<file path="src/rtl/mwq_pkg.sv">
// Package for the mutex with waiter queue.
// Status codes, datapath command codes and the controller/datapath structs.
// No dependencies.
package mwq_pkg;

  localparam logic [2:0] ST_ACQUIRED  = 3'd0;
  localparam logic [2:0] ST_QUEUED    = 3'd1;
  localparam logic [2:0] ST_FULL      = 3'd2;
  localparam logic [2:0] ST_RELEASED  = 3'd3;
  localparam logic [2:0] ST_NOT_OWNER = 3'd4;

  localparam logic OP_LOCK   = 1'b0;
  localparam logic OP_UNLOCK = 1'b1;

  localparam logic [3:0] CMD_NONE     = 4'd0;
  localparam logic [3:0] CMD_LATCH    = 4'd1;
  localparam logic [3:0] CMD_ACQUIRE  = 4'd2;
  localparam logic [3:0] CMD_REJECT   = 4'd3;
  localparam logic [3:0] CMD_APPEND   = 4'd4;
  localparam logic [3:0] CMD_SCAN_CLR = 4'd5;
  localparam logic [3:0] CMD_SCAN_INC = 4'd6;
  localparam logic [3:0] CMD_INSERT   = 4'd7;
  localparam logic [3:0] CMD_RELEASE  = 4'd8;
  localparam logic [3:0] CMD_DENY     = 4'd9;

  typedef struct packed {
    logic [3:0] code;
  } mwq_cmd_t;

  typedef struct packed {
    logic req_unlock;
    logic held;
    logic owner_match;
    logic full;
    logic prio_mode;
    logic scan_hit;
  } mwq_stat_t;

endpackage

</file>
<file path="src/rtl/mwq_ctrl.sv">
// Controller for the mutex with waiter queue.
// Sequences decode, priority scan and insert; drives datapath commands.
// Depends on mwq_pkg.
module mwq_ctrl (
  input  logic              clk,
  input  logic              rst,
  input  logic              start,
  output logic              busy,
  input  mwq_pkg::mwq_stat_t stat,
  output mwq_pkg::mwq_cmd_t  cmd
);
  import mwq_pkg::*;

  localparam logic [1:0] S_IDLE   = 2'd0;
  localparam logic [1:0] S_DECIDE = 2'd1;
  localparam logic [1:0] S_SCAN   = 2'd2;

  logic [1:0] state;
  logic [1:0] state_next;

  assign busy = (state != S_IDLE);

  always_ff @(posedge clk) begin
    if (rst) begin
      state <= S_IDLE;
    end else begin
      state <= state_next;
    end
  end

  always_comb begin
    state_next = state;
    cmd.code   = CMD_NONE;
    unique case (state)
      S_IDLE: begin
        if (start) begin
          cmd.code   = CMD_LATCH;
          state_next = S_DECIDE;
        end
      end
      S_DECIDE: begin
        state_next = S_IDLE;
        if (!stat.req_unlock) begin
          if (!stat.held) begin
            cmd.code = CMD_ACQUIRE;
          end else if (stat.full) begin
            cmd.code = CMD_REJECT;
          end else if (!stat.prio_mode) begin
            cmd.code = CMD_APPEND;
          end else begin
            cmd.code   = CMD_SCAN_CLR;
            state_next = S_SCAN;
          end
        end else if (stat.owner_match) begin
          cmd.code = CMD_RELEASE;
        end else begin
          cmd.code = CMD_DENY;
        end
      end
      S_SCAN: begin
        if (stat.scan_hit) begin
          cmd.code   = CMD_INSERT;
          state_next = S_IDLE;
        end else begin
          cmd.code = CMD_SCAN_INC;
        end
      end
      default: begin
        state_next = S_IDLE;
      end
    endcase
  end

endmodule

</file>
<file path="src/rtl/mwq_dp.sv">
// Datapath for the mutex with waiter queue.
// Owner state, shifting waiter queue, scan pointer and result registers.
// Depends on mwq_pkg.
module mwq_dp #(
  parameter int MAX_WAITERS = 16,
  parameter int ID_BITS     = 8,
  parameter int CNT_W       = 5,
  parameter int IDX_W       = 4
) (
  input  logic              clk,
  input  logic              rst,
  input  logic              cfg_we,
  input  logic              cfg_data,
  input  logic              op,
  input  logic [7:0]        task_id,
  input  logic [7:0]        task_priority,
  input  mwq_pkg::mwq_cmd_t  cmd,
  output mwq_pkg::mwq_stat_t stat,
  output logic              done,
  output logic [2:0]        status,
  output logic              woken_valid,
  output logic [7:0]        woken_task,
  output logic              locked,
  output logic [7:0]        owner_task,
  output logic [CNT_W-1:0]  waiting_count
);
  import mwq_pkg::*;

  logic               prio_mode;
  logic               held;
  logic [ID_BITS-1:0] owner;
  logic [CNT_W-1:0]   count;
  logic [ID_BITS-1:0] ids   [MAX_WAITERS];
  logic [7:0]         prios [MAX_WAITERS];

  logic               req_op;
  logic [ID_BITS-1:0] req_id;
  logic [7:0]         req_prio;
  logic [IDX_W-1:0]   scan_idx;

  logic               emit;
  logic               wr_en;
  logic [IDX_W-1:0]   ins_pos;
  logic               nonempty;

  assign nonempty = (count != '0);
  assign emit = (cmd.code == CMD_ACQUIRE) || (cmd.code == CMD_REJECT) ||
                (cmd.code == CMD_APPEND)  || (cmd.code == CMD_INSERT) ||
                (cmd.code == CMD_RELEASE) || (cmd.code == CMD_DENY);
  assign wr_en   = (cmd.code == CMD_APPEND) || (cmd.code == CMD_INSERT);
  assign ins_pos = (cmd.code == CMD_APPEND) ? count[IDX_W-1:0] : scan_idx;

  assign stat.req_unlock  = (req_op == OP_UNLOCK);
  assign stat.held        = held;
  assign stat.owner_match = held && (owner == req_id);
  assign stat.full        = (count == CNT_W'(MAX_WAITERS));
  assign stat.prio_mode   = prio_mode;
  assign stat.scan_hit    = (CNT_W'(scan_idx) == count) || (req_prio > prios[scan_idx]);

  // control state
  always_ff @(posedge clk) begin
    if (rst) begin
      prio_mode <= 1'b0;
      held      <= 1'b0;
      owner     <= '0;
      count     <= '0;
      done      <= 1'b0;
    end else begin
      if (cfg_we) begin
        prio_mode <= cfg_data;
      end
      done <= emit;
      unique case (cmd.code)
        CMD_ACQUIRE: begin
          held  <= 1'b1;
          owner <= req_id;
        end
        CMD_APPEND, CMD_INSERT: begin
          count <= count + CNT_W'(1);
        end
        CMD_RELEASE: begin
          held  <= 1'b0;
          owner <= '0;
          if (nonempty) begin
            count <= count - CNT_W'(1);
          end
        end
        default: begin
        end
      endcase
    end
  end

  // request latch, scan pointer and result beat
  always_ff @(posedge clk) begin
    if (cmd.code == CMD_LATCH) begin
      req_op   <= op;
      req_id   <= ID_BITS'(task_id);
      req_prio <= task_priority;
    end
    if (cmd.code == CMD_SCAN_CLR) begin
      scan_idx <= '0;
    end else if (cmd.code == CMD_SCAN_INC) begin
      scan_idx <= scan_idx + IDX_W'(1);
    end
    if (emit) begin
      woken_valid   <= 1'b0;
      woken_task    <= '0;
      locked        <= held;
      owner_task    <= held ? 8'(owner) : 8'd0;
      waiting_count <= count;
      case (cmd.code)
        CMD_ACQUIRE: begin
          status     <= ST_ACQUIRED;
          locked     <= 1'b1;
          owner_task <= 8'(req_id);
        end
        CMD_REJECT: begin
          status <= ST_FULL;
        end
        CMD_APPEND, CMD_INSERT: begin
          status        <= ST_QUEUED;
          waiting_count <= count + CNT_W'(1);
        end
        CMD_RELEASE: begin
          status      <= ST_RELEASED;
          locked      <= 1'b0;
          owner_task  <= 8'd0;
          woken_valid <= nonempty;
          if (nonempty) begin
            woken_task    <= 8'(ids[0]);
            waiting_count <= count - CNT_W'(1);
          end
        end
        default: begin
          status <= ST_NOT_OWNER;
        end
      endcase
    end
  end

  // queue cells: each takes the new request, its left or right neighbour, or keeps its own entry
  for (genvar g = 0; g < MAX_WAITERS; g++) begin : g_cell
    always_ff @(posedge clk) begin
      if (wr_en) begin
        if (IDX_W'(g) == ins_pos) begin
          ids[g]   <= req_id;
          prios[g] <= req_prio;
        end else if (g > 0) begin
          if (IDX_W'(g) > ins_pos) begin
            ids[g]   <= ids[(g > 0) ? g - 1 : 0];
            prios[g] <= prios[(g > 0) ? g - 1 : 0];
          end
        end
      end else if (cmd.code == CMD_RELEASE) begin
        if (g < MAX_WAITERS - 1) begin
          ids[g]   <= ids[(g < MAX_WAITERS - 1) ? g + 1 : g];
          prios[g] <= prios[(g < MAX_WAITERS - 1) ? g + 1 : g];
        end
      end
    end
  end

endmodule

</file>
<file path="src/rtl/mutex_with_wait_queue.sv">
// Mutex with a bounded queue of waiting tasks, FIFO or priority ordered.
// busy drops as the done beat appears, so a new request is taken only
// once the last one is done; a queued lock in priority mode first scans
// the queue, one entry at a time, for its insert position. The receiver
// cannot stall done beats.
// Sync reset frees the mutex, empties the queue and selects FIFO order.
module mutex_with_wait_queue #(
  parameter int MAX_WAITERS = 16,
  parameter int ID_BITS     = 8
) (
  input  logic                                 clk,
  input  logic                                 rst,
  input  logic                                 cfg_we,
  input  logic                                 cfg_data,
  input  logic                                 start,
  output logic                                 busy,
  input  logic                                 op,
  input  logic [7:0]                           task_id,
  input  logic [7:0]                           task_priority,
  output logic                                 done,
  output logic [2:0]                           status,
  output logic                                 woken_valid,
  output logic [7:0]                           woken_task,
  output logic                                 locked,
  output logic [7:0]                           owner_task,
  output logic [$clog2(MAX_WAITERS + 1)-1:0]   waiting_count
);
  import mwq_pkg::*;

  localparam int CNT_W = $clog2(MAX_WAITERS + 1);
  localparam int IDX_W = (MAX_WAITERS > 1) ? $clog2(MAX_WAITERS) : 1;

  mwq_cmd_t  cmd;
  mwq_stat_t stat;

  mwq_ctrl u_ctrl (
    .clk   (clk),
    .rst   (rst),
    .start (start),
    .busy  (busy),
    .stat  (stat),
    .cmd   (cmd)
  );

  mwq_dp #(
    .MAX_WAITERS (MAX_WAITERS),
    .ID_BITS     (ID_BITS),
    .CNT_W       (CNT_W),
    .IDX_W       (IDX_W)
  ) u_dp (
    .clk           (clk),
    .rst           (rst),
    .cfg_we        (cfg_we),
    .cfg_data      (cfg_data),
    .op            (op),
    .task_id       (task_id),
    .task_priority (task_priority),
    .cmd           (cmd),
    .stat          (stat),
    .done          (done),
    .status        (status),
    .woken_valid   (woken_valid),
    .woken_task    (woken_task),
    .locked        (locked),
    .owner_task    (owner_task),
    .waiting_count (waiting_count)
  );

endmodule
</file>
<file path="config.mk">
export PLATFORM = sky130hd
export DESIGN_NAME = mutex_with_wait_queue
export DESIGN_NICKNAME = d
export VERILOG_FILES = /design/src/rtl/mwq_pkg.sv /design/src/rtl/mwq_ctrl.sv /design/src/rtl/mwq_dp.sv /design/src/rtl/mutex_with_wait_queue.sv
export SDC_FILE = /design/constraint.sdc
export NUM_CORES = 1
export LEC_CHECK = 0
export BUFFER_PORTS_ARGS = -buffer_cell sky130_fd_sc_hd__buf_2
export CORE_ASPECT_RATIO = 1.75
export CORE_MARGIN = 4
export CORE_UTILIZATION = 30
export CTS_BUF_LIST = sky130_fd_sc_hd__clkbuf_8 sky130_fd_sc_hd__clkbuf_16
export DETAILED_ROUTE_END_ITERATION = 10
export PLACE_DENSITY = 0.55
export REMOVE_ABC_BUFFERS = 1
export SLEW_MARGIN = 20
export SYNTH_ARGS = -nofsm -noshare
export SYNTH_HDL_FRONTEND = slang
export SYNTH_HIERARCHICAL = 1
export SYNTH_SLANG_ARGS = --single-unit
</file>
<file path="constraint.sdc">
create_clock -name clk -period 11.9 [get_ports clk]
set_clock_uncertainty 0.2 [all_clocks]
set_input_delay 0.595 -clock clk [delete_from_list [all_inputs] [get_ports clk]]
set_output_delay 0.595 -clock clk [all_outputs]
set_load 0.01 [all_outputs]
</file>
==> results of run 1 <==
[kinds of logic after synthesis]
logic type               Yosys count  synth area share, %
AO/OA/AOI/OAI                    313                15.59
XOR/XNOR                          16               0.8505
adder cells (fa/ha/maj)           11               0.8353
buffers and inverters            149                4.093
flip-flops                       325                57.65
multiplexers                     102                9.644
AND/OR/NAND/NOR                  427                11.34
[cell usage after synthesis, drive strengths merged (6+ instances only)]
master / n
edfxtp: 299
nand2: 194
nor2: 158
a221o: 127
buf: 77
o21ai: 70
clkbuf: 55
mux2i: 41
mux4: 40
dfxtp: 26
a22oi: 24
mux2: 21
a31oi: 19
inv: 17
o211ai: 17
o311ai: 16
nor3: 13
a21oi: 12
ha: 11
and2: 10
xnor2: 10
a22o: 8
nand3: 7
nor2b: 7
nand2b: 6
or2: 6
xor2: 6
[critical path: stages (launching register included)]
cell,delay (ns)
dfxtp_2,0.31
buf_4,0.47
mux4_2,0.58
mux4_2,0.45
inv_1,0.09
ha_1,0.25
a2111oi_0,0.39
nand2_1,0.09
a31oi_1,0.15
o21ai_0,0.26
nand2b_1,0.18
a221oi_2,0.06
buf_4,0.22
nor4b_2,0.95
mux2_4,0.47
a31oi_4,0.74
nor2_1,0.16
inv_1,0.61
[layout make-up]
class / count / area [sq um] / area share (%)
flip-flops and latches: 325 / 9502 / 51.37
multi-input cells: 869 / 6355 / 34.36
well taps: 690 / 863.3 / 4.668
clock buffers: 31 / 775.7 / 4.194
repair buffers: 93 / 630.6 / 3.409
clock inverters: 24 / 306.5 / 1.657
inverters: 17 / 63.81 / 0.3450
[metal layers]
metal	track usage, %	share of wire [%]	vias to the layer above
met5	0	0	-
met4	10.66	7.6	0
met3	1.464	3.7	144
met2	31.93	55	392
met1	17.83	34	5749
li1	-	-	5161
[worst max path at each step]
stage / from / endpoint / slack (ns) / cells past startpoint
4_1_cts: flop / u_dp/ids[1][0] / 4.68 / 16
5_1_grt: flop / u_dp/ids[0][36] / 4.33 / 17
2_1_floorplan: flop / u_dp/owner_task[0] / -14.85 / 14
3_5_place_dp: flop / u_dp/prios[8][0] / 4.73 / 16
3_3_place_gp: flop / u_dp/prios[8][6] / 4.78 / 16
6_report: flop / u_dp/prios[4][5] / 4.81 / 17
[registers in the layout (all words and copies together), names as in the netlist, named ones only]
| signal | count |
|---|---|
| u_dp/req_prio | 8 |
| u_dp/locked | 1 |
| u_dp/scan_idx | 4 |
| u_dp/done | 1 |
| u_dp/waiting_count | 5 |
| u_dp/req_id | 8 |
| u_dp/count | 5 |
| u_dp/status | 3 |
| u_dp/woken_task | 8 |
| u_dp/prios | 128 |
| u_dp/ids | 128 |
| u_dp/req_op | 1 |
| u_ctrl/state | 2 |
| u_dp/prio_mode | 1 |
| u_dp/woken_valid | 1 |
| u_dp/held | 1 |
| u_dp/owner_task | 8 |
| u_dp/owner | 8 |
[power by group]
group / internal (mW) / switching [mW] / leakage [nW] / total, mW
Sequential: 1.31 / 0.0510 / 2.94 / 1.36
Clock: 0.627 / 0.456 / 0.533 / 1.08
Combinational: 0.130 / 0.172 / 2.97 / 0.302
[placed cells by master, fill, tap and decap left out, types with 5 or more instances in the layout]
master	synthesis	routed
edfxtp_1	299	299
nand2_1	193	193
nor2_1	158	158
a221o_1	127	127
o21ai_0	58	57
buf_2	56	49
mux4_2	40	40
mux2i_1	40	40
clkbuf_16	0	31
buf_4	8	26
dfxtp_1	26	24
a22oi_1	24	24
inv_1	16	18
dlygate4sd3_1	0	17
o211ai_1	17	17
a31oi_1	17	16
o311ai_0	15	15
mux2_2	11	11
ha_1	11	11
mux2_4	10	10
xnor2_1	10	10
a21oi_1	10	10
and2_1	9	9
a22o_1	8	8
nor3_1	8	8
bufinv_16	0	7
o21ai_1	6	7
nand3_1	7	7
nor2b_1	7	7
or2_2	6	6
nand2b_1	6	6
xor2_1	6	6
clkinv_1	0	5
o21ai_2	5	5
[metrics by stage]
step | area [sq um] | TNS [ns] | power [mW]
after floorplan | 15870 | -4926.24 | 1.575
after global placement | 17240 | 0 | 1.669
after detailed placement | 17240 | 0 | 1.678
after CTS | 18490 | 0 | 2.769
after global routing | 18500 | 0 | 2.843
final | 18500 | 0 | 2.742
==> summary.md, run 1 <==
| Metric | Value |
|---|---|
| Run status | complete, no violations |
| Worst Setup Path Type | flop to flop |
| Worst rel slew slack | around a quarter |
| Via density | approximately 5.6 |
| Reg2Reg Depth | 17 |
| CTS tree | yes |
| Cell Pwr Density | 148.2 mW/mm^2 |
| 1st-iter DRT viols | around 1000 |
| Final setup viols | 0 |
| Starting Density | 30.35% |
| Synth area leader | edfxtp_1 |
| Reg-to-reg endpoint | u_dp/prios[4][5] |
| Global-route usage over all layers | 17.01% |
| First-pass GRT wire length | 76230 um |
| Final wirelength | 51100 um |
| Mapped Area | 0.01648 sq mm |
| Diode count | 0 |
| Placed cells | 1977 |
| Non-Filler Instances | 2049 |
| GP Congestion | approximately 0.90 |
| Fin crit share | 59.60% |
| Synth warn | 6 |
| CORE AREA | between 0.05 and 0.06 sq mm |
| Worst-Skew Late Latency | 0.60 ns |
| HPWL Detailed | 35060 um |
| H-tree Lvls | 1 |
| Die width | 185.2 um |
| Initial antenna violation count | 0 |
| Hold path depth | 3 |
| # IOs | 50 |
| Gr ovfl total | 0 |
| Worst EP required | approximately 12 ns |
| Largest net degree at the start of global routing | 196 |
| Ys async rst share | 0% |
| Clk slew on worst S/H paths | 0.07 ns |
| Hold-fix buffers, CTS | 17 |
| Die Y-Extent | 318.0 um |
| Post-Place Worst Slack | 4.731 ns |
| LEAKAGE | roughly 6.4 nW |
| Critical path endpoint category | flop |
| CTS root buf | clkbuf_16 |
| Share of cells above drive strength 1 | between 10% and 20% |
| RSZ-0062 raised after global routing | no |
| Hold slack final | 0.05413 ns |
| Per-cell routed wire length | approximately 25 um |
| Peak VDD IR | approximately 0.13 mV |
| CP arrival | 7.09 ns |
| Post-Syn Instances | 1343 |
| Top_reg_cell synth | edfxtp_1 |
| R2R setup slack | 4.81 ns |
| Synth Area per Inst | 12.27 sq um |
| CTS Buf Count | 31 |
| F_max | 141.0 MHz |
| Synth top area share | 54.49% |
| CP max FO | 33 |
| Setup bufs post-CTS | 0 |
| Post-CTS sizing | 0 |
| Clk buf depth | 3 |
| Final count of pins violating max slew | 0 |
| Slew @ Worst Pin | 1.100 ns |
| Fin util | 34.07% |
| PortBufs | 49 |
| Area grow syn2layout | 12.26% |
| Area contributors post-synth | edfxtp_1 (54%), a221o_1 (7.7%), mux4_2 (5.5%), nand2_1 (4.4%), nor2_1 (3.6%) |
| Post-layout worst setup margin | between 4 and 5 ns |
| Via count | 11450 |
| TritonCTS sink count | 325 |
| Worst min path class | primary input to flop |
| Max-Cap Viols | 0 |
| Final min period | about 7 ns |
| Post-synth EDFFs | 299 |
| Synth unique cells | 72 |
| Hold_sp | cfg_data |
| Fillers | approximately 5400 |
| Sequential area share after synthesis | 57.65% |
| #FFs+latches synth | about 330 |
| DRC | 0 |
| Min-Delay Endpoint | u_dp/prio_mode |
| Vias in the first global route | ~12000 |
| Row cnt | 113 |
| Die area | 0.05888 sq mm |
| DR pass1 iterations | 8 |
| Startpoint Class | flop |
| ANT nets after route | 0 |
| Final Hold Fails | 0 |
| Final nets | 1370 |
Note: power is estimated with default switching activity, not from simulation.
==> run 2, diff against run 1 <==
--- a/config.mk
+++ b/config.mk
@@ -5,6 +5,7 @@
 export SDC_FILE = /design/constraint.sdc
 export NUM_CORES = 1
 export LEC_CHECK = 0
+export ABC_AREA = 1
 export BUFFER_PORTS_ARGS = -buffer_cell sky130_fd_sc_hd__buf_2
 export CORE_ASPECT_RATIO = 1.75
 export CORE_MARGIN = 4
==> constraint.sdc (replaced) <==
create_clock -name clk -period 7.2 [get_ports clk]
set_clock_uncertainty 0.2 [all_clocks]
set_input_delay 0.36 -clock clk [delete_from_list [all_inputs] [get_ports clk]]
set_output_delay 0.36 -clock clk [all_outputs]
set_load 0.01 [all_outputs]
==> summary.md, run 2 <==
| Metric | Value |
|---|---|
| Run status | complete, no violations |
| Die Y-Extent | 332.7 um |
| Hold_sp | task_id[6] |
| Peak VDD IR | 0.2001 mV |
| Most frequent cell after synthesis | nand2_1 |
| Synth Area per Inst | 8.034 sq um |
| LEAKAGE | roughly 9 nW |
| Slew @ Worst Pin | roughly 1.1 ns |
| Initial antenna violation count | 0 |
| Worst min path class | primary input to flop |
| Die width | 193.5 um |
| Via density | 5.095 |
| CTS root buf | clkbuf_16 |
| Reg2Reg Depth | 21 |
| Synth area leader | edfxtp_1 |
| Footprint of the multi-input gates | 0.007054 sq mm |
| DR pass1 iterations | 8 |
| Global-route usage over all layers | 19.09% |
| CTS tree | yes |
| Final wirelength | 63620 um |
| Vias in the first global route | 15300 |
| Sequential area share after synthesis | around 53% |
| Setup_tns | 0 ns |
| Largest registers | u_dp/ids: 128 flops, u_dp/prios: 128 flops |
| Final Hold Fails | 0 |
| Hold path depth | 2 |
| # IOs | 50 |
| Post-Syn Instances | 2249 |
| Min-Delay Endpoint | u_dp/req_id[6] |
| RSZ-0062 raised after global routing | no |
| Most frequent cells in the layout | nand2_1 (791), edfxtp_1 (299), nand3_1 (264) |
| Top_reg_cell synth | edfxtp_1 |
| CORE AREA | 0.05935 sq mm |
| Ys async rst share | 0% |
| Top cells by count, synth | nand2_1 (791), edfxtp_1 (299), nand3_1 (264) |
| HPWL Detailed | 47050 um |
| Commonest non-fill, non-tap cell in the layout | nand2_1 |
| Fin crit share | a little over four fifths |
| Synth unique cells | between 40 and 50 |
| H-tree Lvls | 1 |
| Area occupied by registers | 0.009503 sq mm |
| DRC | 0 |
| Post-layout worst setup margin | roughly 1.2 ns |
| Max-Cap Viols | 0 |
| CTS Buf Count | 30 |
| Die area | ~0.064 sq mm |
| #FFs+latches synth | between 300 and 400 |
| Synth top area share | 49.69% |
| Mapped Area | 0.01807 sq mm |
| CP Cell Sequence | buf_4 > nor2_1 > a21oi_1 > o21ai_0 > o211ai_1 > nand2_1 > inv_1 > ha_1 > a21oi_1 > o21ai_0 > a21oi_1 > o21ai_0 > nand3_1 > nand4_1 > nor2_4 > nand2_4 > nand2_4 > nand3_4 > nand2_2 > inv_2 > nand2_1 |
| F_max | 166.7 MHz |
| Area contributors post-synth | edfxtp_1 (50%), nand2_1 (16%), nand3_1 (7.3%), inv_1 (4.6%), o21ai_0 (4.1%) |
| Cell Pwr Density | around 230 mW/mm^2 |
| Final setup viols | 0 |
| 1st-iter DRT viols | 1447 |
| Via count | 15490 |
| GP Congestion | 0.9546 |
| ANT nets after route | 0 |
| Largest delay contributor family on the critical path | simple AND/OR/NAND/NOR gates |
| Worst Setup Path Type | flop to flop |
| Synth warn | 6 |
| TritonCTS sink count | 325 |
| Worst rel slew slack | 29.84% |
| Gr ovfl total | 0 |
| PortBufs | between 40 and 50 |
| R2R setup slack | about 1.2 ns |
| First-pass GRT wire length | ~95000 um |
| Critical Path Slowest Stage Cell | nand2_1 |
| Post-CTS sizing | 0 |
| Final count of pins violating max slew | 0 |
| Area grow syn2layout | 11.52% |
| Reg-to-reg endpoint | u_dp/prios[11][3] |
| Largest net degree at the start of global routing | approximately 140 |
| Per-cell routed wire length | 20.92 um |
| Clk buf depth | 3 |
| Clk slew on worst S/H paths | 0.07 ns |
| Fillers | 6358 |
| Starting Density | 30.44% |
| CP bufs+invs | 3 |
| Share of cells above drive strength 1 | 7.607% |
| Crit path largest cell delay | ~0.58 ns |
| Worst EP required | 7.23 ns |
| Post-Place Worst Slack | 1.223 ns |
| Final min period | 6.001 ns |
| CP max FO | 64 |
| Worst-Skew Late Latency | 0.60 ns |
| Row cnt | 118 |
| Post-synth EDFFs | 299 |
| Startpoint Class | flop |
| Diode count | 0 |
| CP arrival | 6.03 ns |
| Critical path endpoint category | flop |
| Final nets | 2270 |
-- run 2: changes by cell type after synthesis, sizes merged, moves of 20 or more --
cell	previous run	this run
mux4	40	0
nor2	158	105
nand3	7	268
inv	17	227
buf	77	50
mux2	21	0
clkbuf	55	99
a22oi	24	0
a21oi	12	115
o21ai	70	152
o211ai	17	37
nand2	194	808
a221o	127	0
mux2i	41	0
-- run 2: cells by family (layout without fill, tap and decap cells) --
kind of cell	count (synthesis)	in the layout	share of synthesized area (%)
DFF	325	325	52.57
xor gates and xnor gates	6	6	0.2909
and+or+nand+nor	1198	1198	27.91
adders and majority gates	11	11	0.7617
AOI/OAI and AO/OA	332	332	10.02
buffers and inverters	377	389	8.448
-- run 2: metrics by stage --
| step | instances | util, % | area [sq um] | power (mW) | hold WS (ns) |
|---|---|---|---|---|---|
| 4_1_cts | 3041 | 33.95 | 20150 | 4.598 | 0.2358 |
| 2_1_floorplan | 2100 | - | 17400 | 2.661 | 0.2224 |
| 6_report | 3041 | 33.95 | 20150 | 4.566 | 0.2599 |
| 3_3_place_gp | 2963 | 31.90 | 18930 | 2.914 | 0.2750 |
| 3_5_place_dp | 2963 | 31.90 | 18930 | 2.926 | 0.2800 |
| 5_1_grt | 3041 | 33.95 | 20150 | 4.747 | 0.2674 |
-- run 2: per-layer routing --
| layer | vias up | share of wire, % | GRT usage, % |
|---|---|---|---|
| li1 | 7407 | - | - |
| met1 | 7280 | 35 | 20.58 |
| met2 | 617 | 50 | 34.06 |
| met3 | 189 | 5.1 | 1.772 |
| met4 | 0 | 9.5 | 15.08 |
| met5 | - | 0 | 0 |
-- run 2: area by class of cell --
cell class                      instances  area share (%)
Tap cell                              780           4.844
Multi-Input combinational cell       1547           35.01
Sequential cell                       325           47.16
Clock inverter                         25           1.099
Timing Repair Buffer                  105           3.763
Inverter                              228           4.272
Clock buffer                           31           3.850
-- run 2: worst max path at each step --
| stage | start | end | slack [ns] | cells after the start |
|---|---|---|---|---|
| 5_1_grt | flop | u_dp/prios[11][3] | 0.73 | 21 |
| 3_5_place_dp | flop | u_dp/prios[11][2] | 1.22 | 21 |
| 6_report | flop | u_dp/prios[11][3] | 1.20 | 21 |
| 2_1_floorplan | flop | u_dp/waiting_count[1] | -5.11 | 20 |
| 4_1_cts | flop | u_dp/prios[11][3] | 1.21 | 21 |
| 3_3_place_gp | flop | u_dp/prios[11][3] | 1.37 | 21 |
-- run 2: power breakdown --
group	switching [mW]	internal [mW]	total [mW]	leakage, nW
Clock	0.745	0.922	1.67	0.525
Combinational	0.467	0.209	0.677	5.27
Sequential	0.0675	2.16	2.22	2.94
-- run 2: worst register-to-register path: stages, from the launching register on --
cell and delay (ns):
dfxtp_4 0.52, buf_4 0.55, nor2_1 0.12, a21oi_1 0.17
o21ai_0 0.12, o211ai_1 0.29, nand2_1 0.10, inv_1 0.07
ha_1 0.23, a21oi_1 0.14, o21ai_0 0.10, a21oi_1 0.15
o21ai_0 0.20, nand3_1 0.14, nand4_1 0.22, nor2_4 0.30
nand2_4 0.11, nand2_4 0.30, nand3_4 0.28, nand2_2 0.38
inv_2 0.33, nand2_1 0.59
-- run 2: timing repair --
| action | in CTS | in global routing |
|---|---|---|
| setup buffers | 0 | 0 |
| endpoints found under the hold margin | 32 | 0 |
| hold buffers | 22 | 0 |
==> run 3, diff against run 2 <==
--- a/config.mk
+++ b/config.mk
@@ -12,7 +12,7 @@
 export CORE_UTILIZATION = 30
 export CTS_BUF_LIST = sky130_fd_sc_hd__clkbuf_8 sky130_fd_sc_hd__clkbuf_16
 export DETAILED_ROUTE_END_ITERATION = 10
-export PLACE_DENSITY = 0.55
+export PLACE_DENSITY = 0.57
 export REMOVE_ABC_BUFFERS = 1
 export SLEW_MARGIN = 20
 export SYNTH_ARGS = -nofsm -noshare
==> constraint.sdc (replaced) <==
create_clock -name clk -period 5.2 [get_ports clk]
set_clock_uncertainty 0.2 [all_clocks]
set_input_delay 0.26 -clock clk [delete_from_list [all_inputs] [get_ports clk]]
set_output_delay 0.26 -clock clk [all_outputs]
set_load 0.01 [all_outputs]
==> summary.md, run 3 (synthesis gave the netlist of run 2 again) <==
| Metric | Value |
|---|---|
| Run status | complete, no violations |
| Slew @ Worst Pin | 0.8577 ns |
| 1st-iter DRT viols | 1537 |
| Final min period | 4.929 ns |
| Fin crit share | 94.79% |
| Fillers | 6236 |
| DRC | 0 |
| Critical path endpoint category | flop |
| Final wirelength | 63800 um |
| Largest registers | u_dp/ids: 128 flops, u_dp/prios: 128 flops |
| Sequential share of power | 49.3% |
| Largest net degree at the start of global routing | 100 |
| Psw | 1.786 mW |
| Most frequent cells in the layout | nand2_1 (791), edfxtp_1 (299), nand3_1 (264) |
| Die width | 193.5 um |
| ANT nets after route | 0 |
| Gate power share | between 15 and 20% |
| Final Hold Fails | 0 |
| HPWL Detailed | approximately 48000 um |
| First-pass GRT wire length | 95030 um |
| # IOs | 50 |
| Vias in the first global route | 15270 |
| R2R setup slack | 0.27 ns |
| Setup_tns | 0 ns |
| Max-Cap Viols | 0 |
| Per-cell routed wire length | slightly above 20 um |
| F_max | 202.9 MHz |
| GP Congestion | 0.9662 |
| Clk slew on worst S/H paths | around 0.07 ns |
| CORE AREA | 0.05935 sq mm |
| Worst-Skew Late Latency | about 0.6 ns |
| Area grow syn2layout | 13.59% |
| Die area | 0.06437 sq mm |
| Worst EP required | approximately 5.2 ns |
| Hold path depth | 2 |
| Design internal power | 4.441 mW |
| Worst min path class | primary input to flop |
| Min-Delay Endpoint | u_dp/req_prio[0] |
| Hold_sp | task_priority[0] |
| Final setup viols | 0 |
| Fin util | 34.58% |
| Reg2Reg Depth | 21 |
| DR pass1 iterations | 6 |
| Gr ovfl total | 0 |
| Diode count | 0 |
| Share of cells above drive strength 1 | a little under a tenth |
| Peak VDD IR | 0.2873 mV |
| Commonest non-fill, non-tap cell in the layout | nand2_1 |
| Via density | a little over 5 |
| CP arrival | 4.94 ns |
| CP max FO | 16 |
| Worst rel slew slack | 42.68% |
| CP Cell Sequence | buf_12 > nor2_1 > a21oi_1 > o21ai_0 > o211ai_1 > nand2_1 > inv_1 > ha_1 > a21oi_1 > o21ai_0 > a21oi_1 > o21ai_0 > nand3_1 > nand4_1 > nor2_4 > nand2_4 > nand2_1 > nand3_4 > nand2_2 > nand2_2 > nand2_1 |
| Via count | around 16000 |
| LEAKAGE | 8.943 nW |
| CTS root buf | clkbuf_16 |
| Row cnt | 118 |
| Clk pwr share | 34.8% |
| Startpoint Class | flop |
| Starting Density | 30.44% |
| Sw frac | 28.68% |
| Final count of pins violating max slew | 0 |
| Crit path largest cell delay | between 0.6 and 0.7 ns |
| H-tree Lvls | 1 |
| Cell Pwr Density | 303.4 mW/mm^2 |
| PortBufs | 49 |
| RSZ-0062 raised after global routing | no |
| Worst Setup Path Type | flop to flop |
| Global-route usage over all layers | 19.15% |
| Initial antenna violation count | 0 |
| Critical Path Slowest Stage Cell | nand2_1 |
| CTS Buf Count | 29 |
| Reg-to-reg endpoint | u_dp/prios[9][7] |
| Die Y-Extent | 332.7 um |
| Clk buf depth | 3 |
| TritonCTS sink count | 325 |
| CTS tree | yes |
| Final nets | 2314 |
[run 3: area by class of cell]
cell class / instances / area [sq um] / area share, %
Clock buffer: 33 / 780.7 / 3.804
Tap cell: 780 / 975.9 / 4.755
Multi-Input combinational cell: 1547 / 7059 / 34.40
Clock inverter: 21 / 146.4 / 0.7133
Inverter: 228 / 867.1 / 4.225
Timing Repair Buffer: 150 / 1191 / 5.804
Sequential cell: 325 / 9503 / 46.30
[run 3: worst max path at each step]
stage / to / slack (ns) / cells past startpoint
6_report: u_dp/prios[9][7] / 0.27 / 21
3_5_place_dp: u_dp/prios[9][6] / 0.19 / 20
2_1_floorplan: u_dp/waiting_count[1] / -7.11 / 20
5_1_grt: u_dp/prios[3][0] / 0.007 / 24
3_3_place_gp: u_dp/prios[9][3] / 0.27 / 20
4_1_cts: u_dp/ids[1][11] / 0.17 / 20
[run 3: metal layers]
metal	vias up	wire, um	track usage [%]
li1	7482	-	-
met1	7347	22000	19.96
met4	0	7094	17.11
met3	226	2875	1.823
met2	630	31830	33.94
met5	-	0	0
[run 3: through the flow]
stage,total power [mW],cells,hold slack [ns],instance area (sq um),setup WS (ns)
2_1_floorplan,3.684,2100,0.1224,17400,-7.115
3_3_place_gp,4.069,3006,0.2363,19330,0.2660
3_5_place_dp,4.089,3006,0.2381,19330,0.1912
4_1_cts,6.264,3082,0.1498,20480,0.1677
5_1_grt,6.472,3084,0.1844,20520,0.007475
6_report,6.227,3084,0.1796,20520,0.2710
[run 3: repair_timing]
action                                  CTS  global route
endpoints found under the setup margin    0           327
resized for setup                         0             7
setup buffers                             0             2
hold buffers                             22             0
hold endpoints to repair                 35             0
[run 3: power groups by stage]
| stage | sequential (mW) | combinational, mW | clock, mW |
|---|---|---|---|
| 6_report | 3.07 | 0.992 | 2.16 |
| 5_1_grt | 3.07 | 1.09 | 2.30 |
| 4_1_cts | 3.07 | 0.977 | 2.22 |
| 3_5_place_dp | 3.13 | 0.961 | 0 |
| 3_3_place_gp | 3.13 | 0.942 | 0 |
| 2_1_floorplan | 3.12 | 0.565 | 0 |
[run 3: critical path, delay by kind of cell, from the launching register on]
kind | cells | cell delay [ns]
adders and majority gates | 1 | 0.24
DFF | 1 | 0.48
buffers and inverters | 2 | 0.22
AOI/OAI and AO/OA | 7 | 1.21
and+or+nand+nor | 11 | 2.15
